File: src/design/bdel_pkg.sv
// Package for the button debounce / edge / long-press block.
// Holds the shared sizes, the opcodes and the input beat type.
// No dependencies.
package bdel_pkg;

   // Sizes
   localparam int NUM_BUTTONS = 6;
   localparam int COUNT_WIDTH = 16;
   localparam int QUERY_W     = 3;
   localparam int THRESH_W    = 16;
   localparam int CMP_W       = 32;

   // Operation codes
   localparam logic OP_SAMPLE = 1'b0;
   localparam logic OP_TICK   = 1'b1;

   // Reset values
   localparam logic [THRESH_W-1:0]    LONG_PRESS_RST = THRESH_W'(1000);
   localparam logic [COUNT_WIDTH-1:0] COUNT_MAX      = {COUNT_WIDTH{1'b1}};

   // One input beat as held in the input register
   typedef struct packed {
      logic                   op;
      logic [NUM_BUTTONS-1:0] raw_pins;
      logic                   no_filter;
      logic [QUERY_W-1:0]     query_button;
      logic                   query_level;
   } item_type;

endpackage

File: src/design/button_debounce_edge_longpress.sv
// Throughput is one beat per clock while the output is not stalled. Each
// beat passes an input register and then a result register, from which its
// result is read when the output is not stalled. The input register and the
// result register are two separate stages, so a new beat is still taken into
// an empty input register while a finished result waits to be read. Sample
// beats (op 0) latch the raw button vector once it repeats
// (or at once with no_filter), flag rising/falling edges and clear the elapsed
// counters of buttons that changed. Tick beats (op 1) advance every counter by
// one millisecond, saturating at all ones; counters start saturated after
// reset. long_press is 1 when the queried button holds the queried level and
// its counter is strictly above long_press_ms (reset value 1000). Write the
// threshold only while no beats are in flight.
//
// File holds the top level of the block; depends on bdel_pkg.
module button_debounce_edge_longpress
   import bdel_pkg::*;
(
   input  logic                   clock,
   input  logic                   reset,
   // Input channel
   input  logic                   req_valid,
   output logic                   req_stall,
   input  logic                   req_op,
   input  logic [NUM_BUTTONS-1:0] req_raw_pins,
   input  logic                   req_no_filter,
   input  logic [QUERY_W-1:0]     req_query_button,
   input  logic                   req_query_level,
   // Result channel
   output logic                   rsp_valid,
   input  logic                   rsp_stall,
   output logic [NUM_BUTTONS-1:0] rsp_level_bits,
   output logic [NUM_BUTTONS-1:0] rsp_rise_bits,
   output logic [NUM_BUTTONS-1:0] rsp_fall_bits,
   output logic                   rsp_long_press,
   // Threshold register write
   input  logic                   csr_valid,
   output logic                   csr_ready,
   input  logic [THRESH_W-1:0]    csr_long_press_ms
);

   // Handshake and stage control
   logic     s1_valid_ff, s1_valid_in;
   item_type s1_item_ff;
   logic     s2_load;
   logic     s1_load;

   // Block state
   logic [THRESH_W-1:0]    lp_ms_ff;
   logic [NUM_BUTTONS-1:0] level_ff, level_in;
   logic [NUM_BUTTONS-1:0] prev_raw_ff, prev_raw_in;
   logic [NUM_BUTTONS-1:0] rise_ff, rise_in;
   logic [NUM_BUTTONS-1:0] fall_ff, fall_in;
   logic [NUM_BUTTONS-1:0] changed;
   logic [COUNT_WIDTH-1:0] count_ff [NUM_BUTTONS];
   logic [COUNT_WIDTH-1:0] count_in [NUM_BUTTONS];

   // Result register
   logic                   rsp_valid_ff, rsp_valid_in;
   logic [NUM_BUTTONS-1:0] rsp_level_ff, rsp_rise_ff, rsp_fall_ff;
   logic                   rsp_lp_ff, lp_in;
   logic [COUNT_WIDTH-1:0] q_count;
   logic                   q_level;

   // Stage 2 moves when the result slot is empty or being taken
   assign s2_load   = !rsp_valid_ff || !rsp_stall;
   assign req_stall = s1_valid_ff && !s2_load;
   assign s1_load   = req_valid && !req_stall;
   assign csr_ready = 1'b1;

   assign s1_valid_in  = s1_load || (s1_valid_ff && !s2_load);
   assign rsp_valid_in = (s1_valid_ff && s2_load) || (rsp_valid_ff && rsp_stall);

   // Debounce and edge detection on the held beat
   always_comb begin
      level_in    = level_ff;
      prev_raw_in = prev_raw_ff;
      rise_in     = rise_ff;
      fall_in     = fall_ff;
      changed     = '0;
      if (s1_item_ff.op == OP_SAMPLE) begin
         if (s1_item_ff.raw_pins == prev_raw_ff || s1_item_ff.no_filter) begin
            level_in = s1_item_ff.raw_pins;
         end
         prev_raw_in = s1_item_ff.raw_pins;
         changed     = level_in ^ level_ff;
         rise_in     = changed & level_in;
         fall_in     = changed & level_ff;
      end
   end

   // Elapsed counters: clear on edge, saturating count on tick
   always_comb begin
      for (int i = 0; i < NUM_BUTTONS; i++) begin
         count_in[i] = count_ff[i];
         if (s1_item_ff.op == OP_TICK) begin
            if (count_ff[i] != COUNT_MAX) begin
               count_in[i] = count_ff[i] + COUNT_WIDTH'(1);
            end
         end else if (changed[i]) begin
            count_in[i] = '0;
         end
      end
   end

   // Long-press query against the updated state
   always_comb begin
      q_count = '0;
      q_level = 1'b0;
      for (int i = 0; i < NUM_BUTTONS; i++) begin
         if (s1_item_ff.query_button == QUERY_W'(i)) begin
            q_count = count_in[i];
            q_level = level_in[i];
         end
      end
      lp_in = (s1_item_ff.query_button < QUERY_W'(NUM_BUTTONS))
              && (q_level == s1_item_ff.query_level)
              && (CMP_W'(q_count) > CMP_W'(lp_ms_ff));
   end

   // Control and state registers
   always_ff @(posedge clock) begin
      if (reset) begin
         s1_valid_ff  <= 1'b0;
         rsp_valid_ff <= 1'b0;
         lp_ms_ff     <= LONG_PRESS_RST;
         level_ff     <= '1;
         prev_raw_ff  <= '0;
         rise_ff      <= '0;
         fall_ff      <= '0;
         for (int i = 0; i < NUM_BUTTONS; i++) begin
            count_ff[i] <= COUNT_MAX;
         end
      end else begin
         s1_valid_ff  <= s1_valid_in;
         rsp_valid_ff <= rsp_valid_in;
         if (csr_valid && csr_ready) begin
            lp_ms_ff <= csr_long_press_ms;
         end
         if (s1_valid_ff && s2_load) begin
            level_ff    <= level_in;
            prev_raw_ff <= prev_raw_in;
            rise_ff     <= rise_in;
            fall_ff     <= fall_in;
            for (int i = 0; i < NUM_BUTTONS; i++) begin
               count_ff[i] <= count_in[i];
            end
         end
      end
   end

   // Payload registers
   always_ff @(posedge clock) begin
      if (s1_load) begin
         s1_item_ff <= '{op: req_op, raw_pins: req_raw_pins, no_filter: req_no_filter,
                         query_button: req_query_button, query_level: req_query_level};
      end
      if (s1_valid_ff && s2_load) begin
         rsp_level_ff <= level_in;
         rsp_rise_ff  <= rise_in;
         rsp_fall_ff  <= fall_in;
         rsp_lp_ff    <= lp_in;
      end
   end

   assign rsp_valid      = rsp_valid_ff;
   assign rsp_level_bits = rsp_level_ff;
   assign rsp_rise_bits  = rsp_rise_ff;
   assign rsp_fall_bits  = rsp_fall_ff;
   assign rsp_long_press = rsp_lp_ff;

   // Checks
   a_stall_needs_item: assert property (@(posedge clock) disable iff (reset)
      req_stall |-> s1_valid_ff)
      else $error("input stalled with empty input stage");

   a_edges_disjoint: assert property (@(posedge clock) disable iff (reset)
      rsp_valid |-> ((rsp_rise_bits & rsp_fall_bits) == '0))
      else $error("button reported rising and falling at once");

   a_edge_clears_count: assert property (@(posedge clock) disable iff (reset)
      (s1_valid_ff && s2_load && changed[0]) |=> (count_ff[0] == '0))
      else $error("edge did not clear elapsed counter");

   a_tick_keeps_level: assert property (@(posedge clock) disable iff (reset)
      (s1_valid_ff && s2_load && s1_item_ff.op == OP_TICK) |=> $stable(level_ff))
      else $error("tick beat changed debounced level");

endmodule
File: config.mk
export PLATFORM = sky130hd
export DESIGN_NAME = button_debounce_edge_longpress
export DESIGN_NICKNAME = d
export VERILOG_FILES = /design/src/design/bdel_pkg.sv /design/src/design/button_debounce_edge_longpress.sv
export SDC_FILE = /design/constraint.sdc
export NUM_CORES = 1
export LEC_CHECK = 0
export BUFFER_PORTS_ARGS = -buffer_cell sky130_fd_sc_hd__buf_2
export CORE_MARGIN = 2
export CORE_UTILIZATION = 47
export DETAILED_ROUTE_END_ITERATION = 6
export PLACE_DENSITY_LB_ADDON = 0.3
export SYNTH_ARGS = -nofsm -noshare
export SYNTH_HDL_FRONTEND = slang
export SYNTH_SLANG_ARGS = --single-unit
File: constraint.sdc
create_clock -name clock -period 8.82 [get_ports clock]
set_input_delay 0 -clock clock [delete_from_list [all_inputs] [get_ports clock]]
set_output_delay 0 -clock clock [all_outputs]
set_load 0.02 [all_outputs]
==> flow_summary.ini <==
[clock_network]
cts_tree = yes
clock_latency_ns = 0.45
cts_resized = 0
clkSinkCount = 169
cts_htree_levels = 4
numCtsBuffers = 17
clk_pin_slew_ns = 0.07
clock_path_buffers = 2
root_buffer = clkbuf_16

[synth]
ys.flop_type = edfxtp_1
synth_area_leaders = edfxtp_1, dfxtp_1, nand2_1
ys_seq_area_share_pct = 43.61
yosys_warnings = 0
yosys.cell_types.count = 75
yosys.area.top_type_share_pct = 35.73
netlist_area_sq_mm = 0.01067
syn-num-nets = 1213
synth_top_area_cell = edfxtp_1
synth-seq-cells = 169
synthCells = 1146
synth-edff-count = 127
synthArstFlopShare_pct = 0
avgSynthCellArea_sq_um = 9.314

[timing]
slew_headroom_pct = 23.68
finalHoldViolations = 0
post-route-min-period_ns = 4.989
clock_skew_ns = 0.01990
fmax_ghz = 0.2004
whs_ns = 0.08334
worst_pin_slew_ns = 1.145
setup-violations-final = 0
final.period_utilization_pct = 56.56
tns_ns = 0
rsz0062_at_grt = no
maxSlewViolCount = 0

[grt]
grt_pass1_wl_mm = 47.42
grt-ovfl-total = 0
grt_usage_pct = 25.39
grt_pass1_vias = 8687
antenna_found_initial = 0
grt_max_degree = 93

[detailed_routing]
ant_nets = 0
first_pass_iters = 6
drc = 0
vias_per_cell = 6.228
totalWireLength_mm = 29.93
wl_per_cell_microns = 20.08
num_vias = 9280
drt_iter0_markers = 851

[floorplanning]
io_pins = 55
dieArea_sq_mm = 0.02393
start_util_pct = 47.58
num_rows = 55
die_h_microns = 154.7
die_width_microns = 154.7
coreArea_sq_mm = 0.02243

[worst_setup_path]
critical_path.slowest_cell = a21oi_1
timing.rr.start = s1_item_ff[5]$_DFFE_PP_
crit_type = reg2reg
reg2reg_to = rsp_long_press$_DFFE_PP_
reg2regPathDepth = 19
path_delay_family = compound AO/OA/AOI/OAI gates
critPathCaptureType = register
max_stage_delay_ns = 0.52
critPathLaunchType = register
reg2reg_slack_ns = 3.83
path_cells = xor2_1, nor4_2, a21oi_1, mux2_2, ha_1, or2_2, nand2_1, mux2i_1, a32oi_1, a21oi_1, a211o_1, ha_1, or3_1, a221oi_1, o21ai_0, o211ai_1, o211a_1, nor3b_1, mux2_2
critPathMaxFanout = 9
critPathArrivalTime_ns = 5.18
required_ns = 9.01
worst-path-buf-inv = 0

[status]
status = complete, no violations

[pwr]
powerDensity_mw_per_mm2 = 179.3
peakVddDrop_mv = 0.1309
p_leak_nw = 4.718

[job]
max-cap-violations = 0

[place]
hpwl_mm = 20.99
dp.cells = 1427
place_area_sq_mm = 0.01109
gp_congestion = 0.9097
numPortBuffers = 53

[min_path]
min_path_type = in2reg
holdPathEnd = lp_ms_ff[8]$_SDFFE_PP1P_
hp-start = csr_valid
worstHoldPathCells = 3

[layout]
final_nets = 1259
final_util_pct = 53.39
stdcell_count = 1490
stdcell_area_sq_mm = 0.01198
insertedDiodeCount = 0
drive_above_1_share_pct = 12.45
area_delta_synth_final_pct = 12.20
sequential cells by signal, indices dropped and copies added, names as in the netlist:
signal / count
rsp_valid: 1
rsp_level_bits: 6
fall_ff: 6
s1_item_ff: 12
rsp_rise_bits: 6
prev_raw_ff: 6
count_ff: 96
rsp_fall_bits: 6
rsp_long_press: 1
lp_ms_ff: 16
rise_ff: 6
s1_valid_ff: 1
level_ff: 6
worst max path at each step:
stage	from	to	slack, ns	cells after the start
CTS	s1_item_ff[5]$_DFFE_PP_	rsp_long_press$_DFFE_PP_	3.91	19
global route	s1_item_ff[5]$_DFFE_PP_	rsp_long_press$_DFFE_PP_	3.50	18
finish	s1_item_ff[5]$_DFFE_PP_	rsp_long_press$_DFFE_PP_	3.83	19
floorplan	s1_item_ff[9]$_DFFE_PP_	rsp_long_press$_DFFE_PP_	4.38	20
global placement	s1_item_ff[9]$_DFFE_PP_	rsp_long_press$_DFFE_PP_	3.99	18
detailed placement	s1_item_ff[7]$_DFFE_PP_	rsp_long_press$_DFFE_PP_	3.94	19
cell families (layout without fill, tap and decap cells):
family,Yosys count,after routing,synth area share [%]
buffers and inverters,107,166,4.114
muxes,73,73,7.244
AOI/OAI and AO/OA,259,259,16.86
and+or+nand+nor,489,489,23.01
xor gates and xnor gates,14,14,1.149
other,1,1,0.03513
adders and majority gates,34,34,3.985
DFF,169,169,43.61
power breakdown:
| part | internal, mW | total, mW | switching, mW |
|---|---|---|---|
| Sequential | 0.892 | 0.921 | 0.0295 |
| Clock | 0.380 | 0.741 | 0.362 |
| Combinational | 0.189 | 0.485 | 0.295 |
| Total | 1.46 | 2.15 | 0.687 |
layout make-up:
cell class / instances / area, sq um
repair buffers: 91 / 628.1
well taps: 285 / 356.6
flip-flops and latches: 169 / 4654
clock buffers: 18 / 429.2
fillers: 2039 / 10460
inverters: 43 / 161.4
multi-input cells: 870 / 5595
clock inverters: 14 / 151.4
stage by stage:
step | total power, mW | setup WS (ns)
floorplan | 1.274 | 4.377
global placement | 1.397 | 3.995
detailed placement | 1.403 | 3.941
CTS | 2.145 | 3.912
global route | 2.236 | 3.500
finish | 2.147 | 3.831
cell usage after synthesis, drive strengths merged, types with 4 or more instances:
cell type,count
a211o,11
a211oi,5
a21o,9
a21oi,53
a221oi,7
a22o,6
a22oi,11
a31oi,12
a41oi,4
and2,10
and3,29
and4,13
buf,22
clkbuf,42
dfxtp,42
edfxtp,127
ha,34
inv,42
mux2,34
mux2i,39
nand2,181
nand2b,58
nand3,47
nand4,33
nor2,58
nor2b,7
nor3,17
nor4,11
o2111ai,4
o211a,5
o211ai,31
o21a,5
o21ai,40
o311ai,9
o31a,4
o31ai,14
o41ai,5
or2,9
or3,7
or4,4
xnor2,4
xor2,10
cells in the final DEF, fill, tap and decap left out, types with 39 or more instances in the layout:
cell type / instances
nand2_1: 179
dfxtp_1: 42
a21oi_1: 53
nand2b_1: 58
nand3_1: 47
nor2_1: 57
mux2i_1: 39
o21ai_0: 39
edfxtp_1: 127
buf_2: 53
inv_1: 40
what timing repair did:
item | CTS | global route
hold buffers | 31 | 0
buffers inserted | 0 | 0
hold endpoints to repair | 30 | 0
tightest hold or removal path, stage by stage:
cell and delay [ns]:
buf_2 0.28, nand2_1 0.12, o211ai_1 0.07
layer usage:
layer	up-vias	global-route usage [%]	part of all wire, %
met3	57	4.343	7.6
li1	4392	-	-
met2	392	40.60	46
met1	4439	34.58	43
met5	-	0	0
met4	0	9.788	3.0
(Power assumes the default switching activity.)
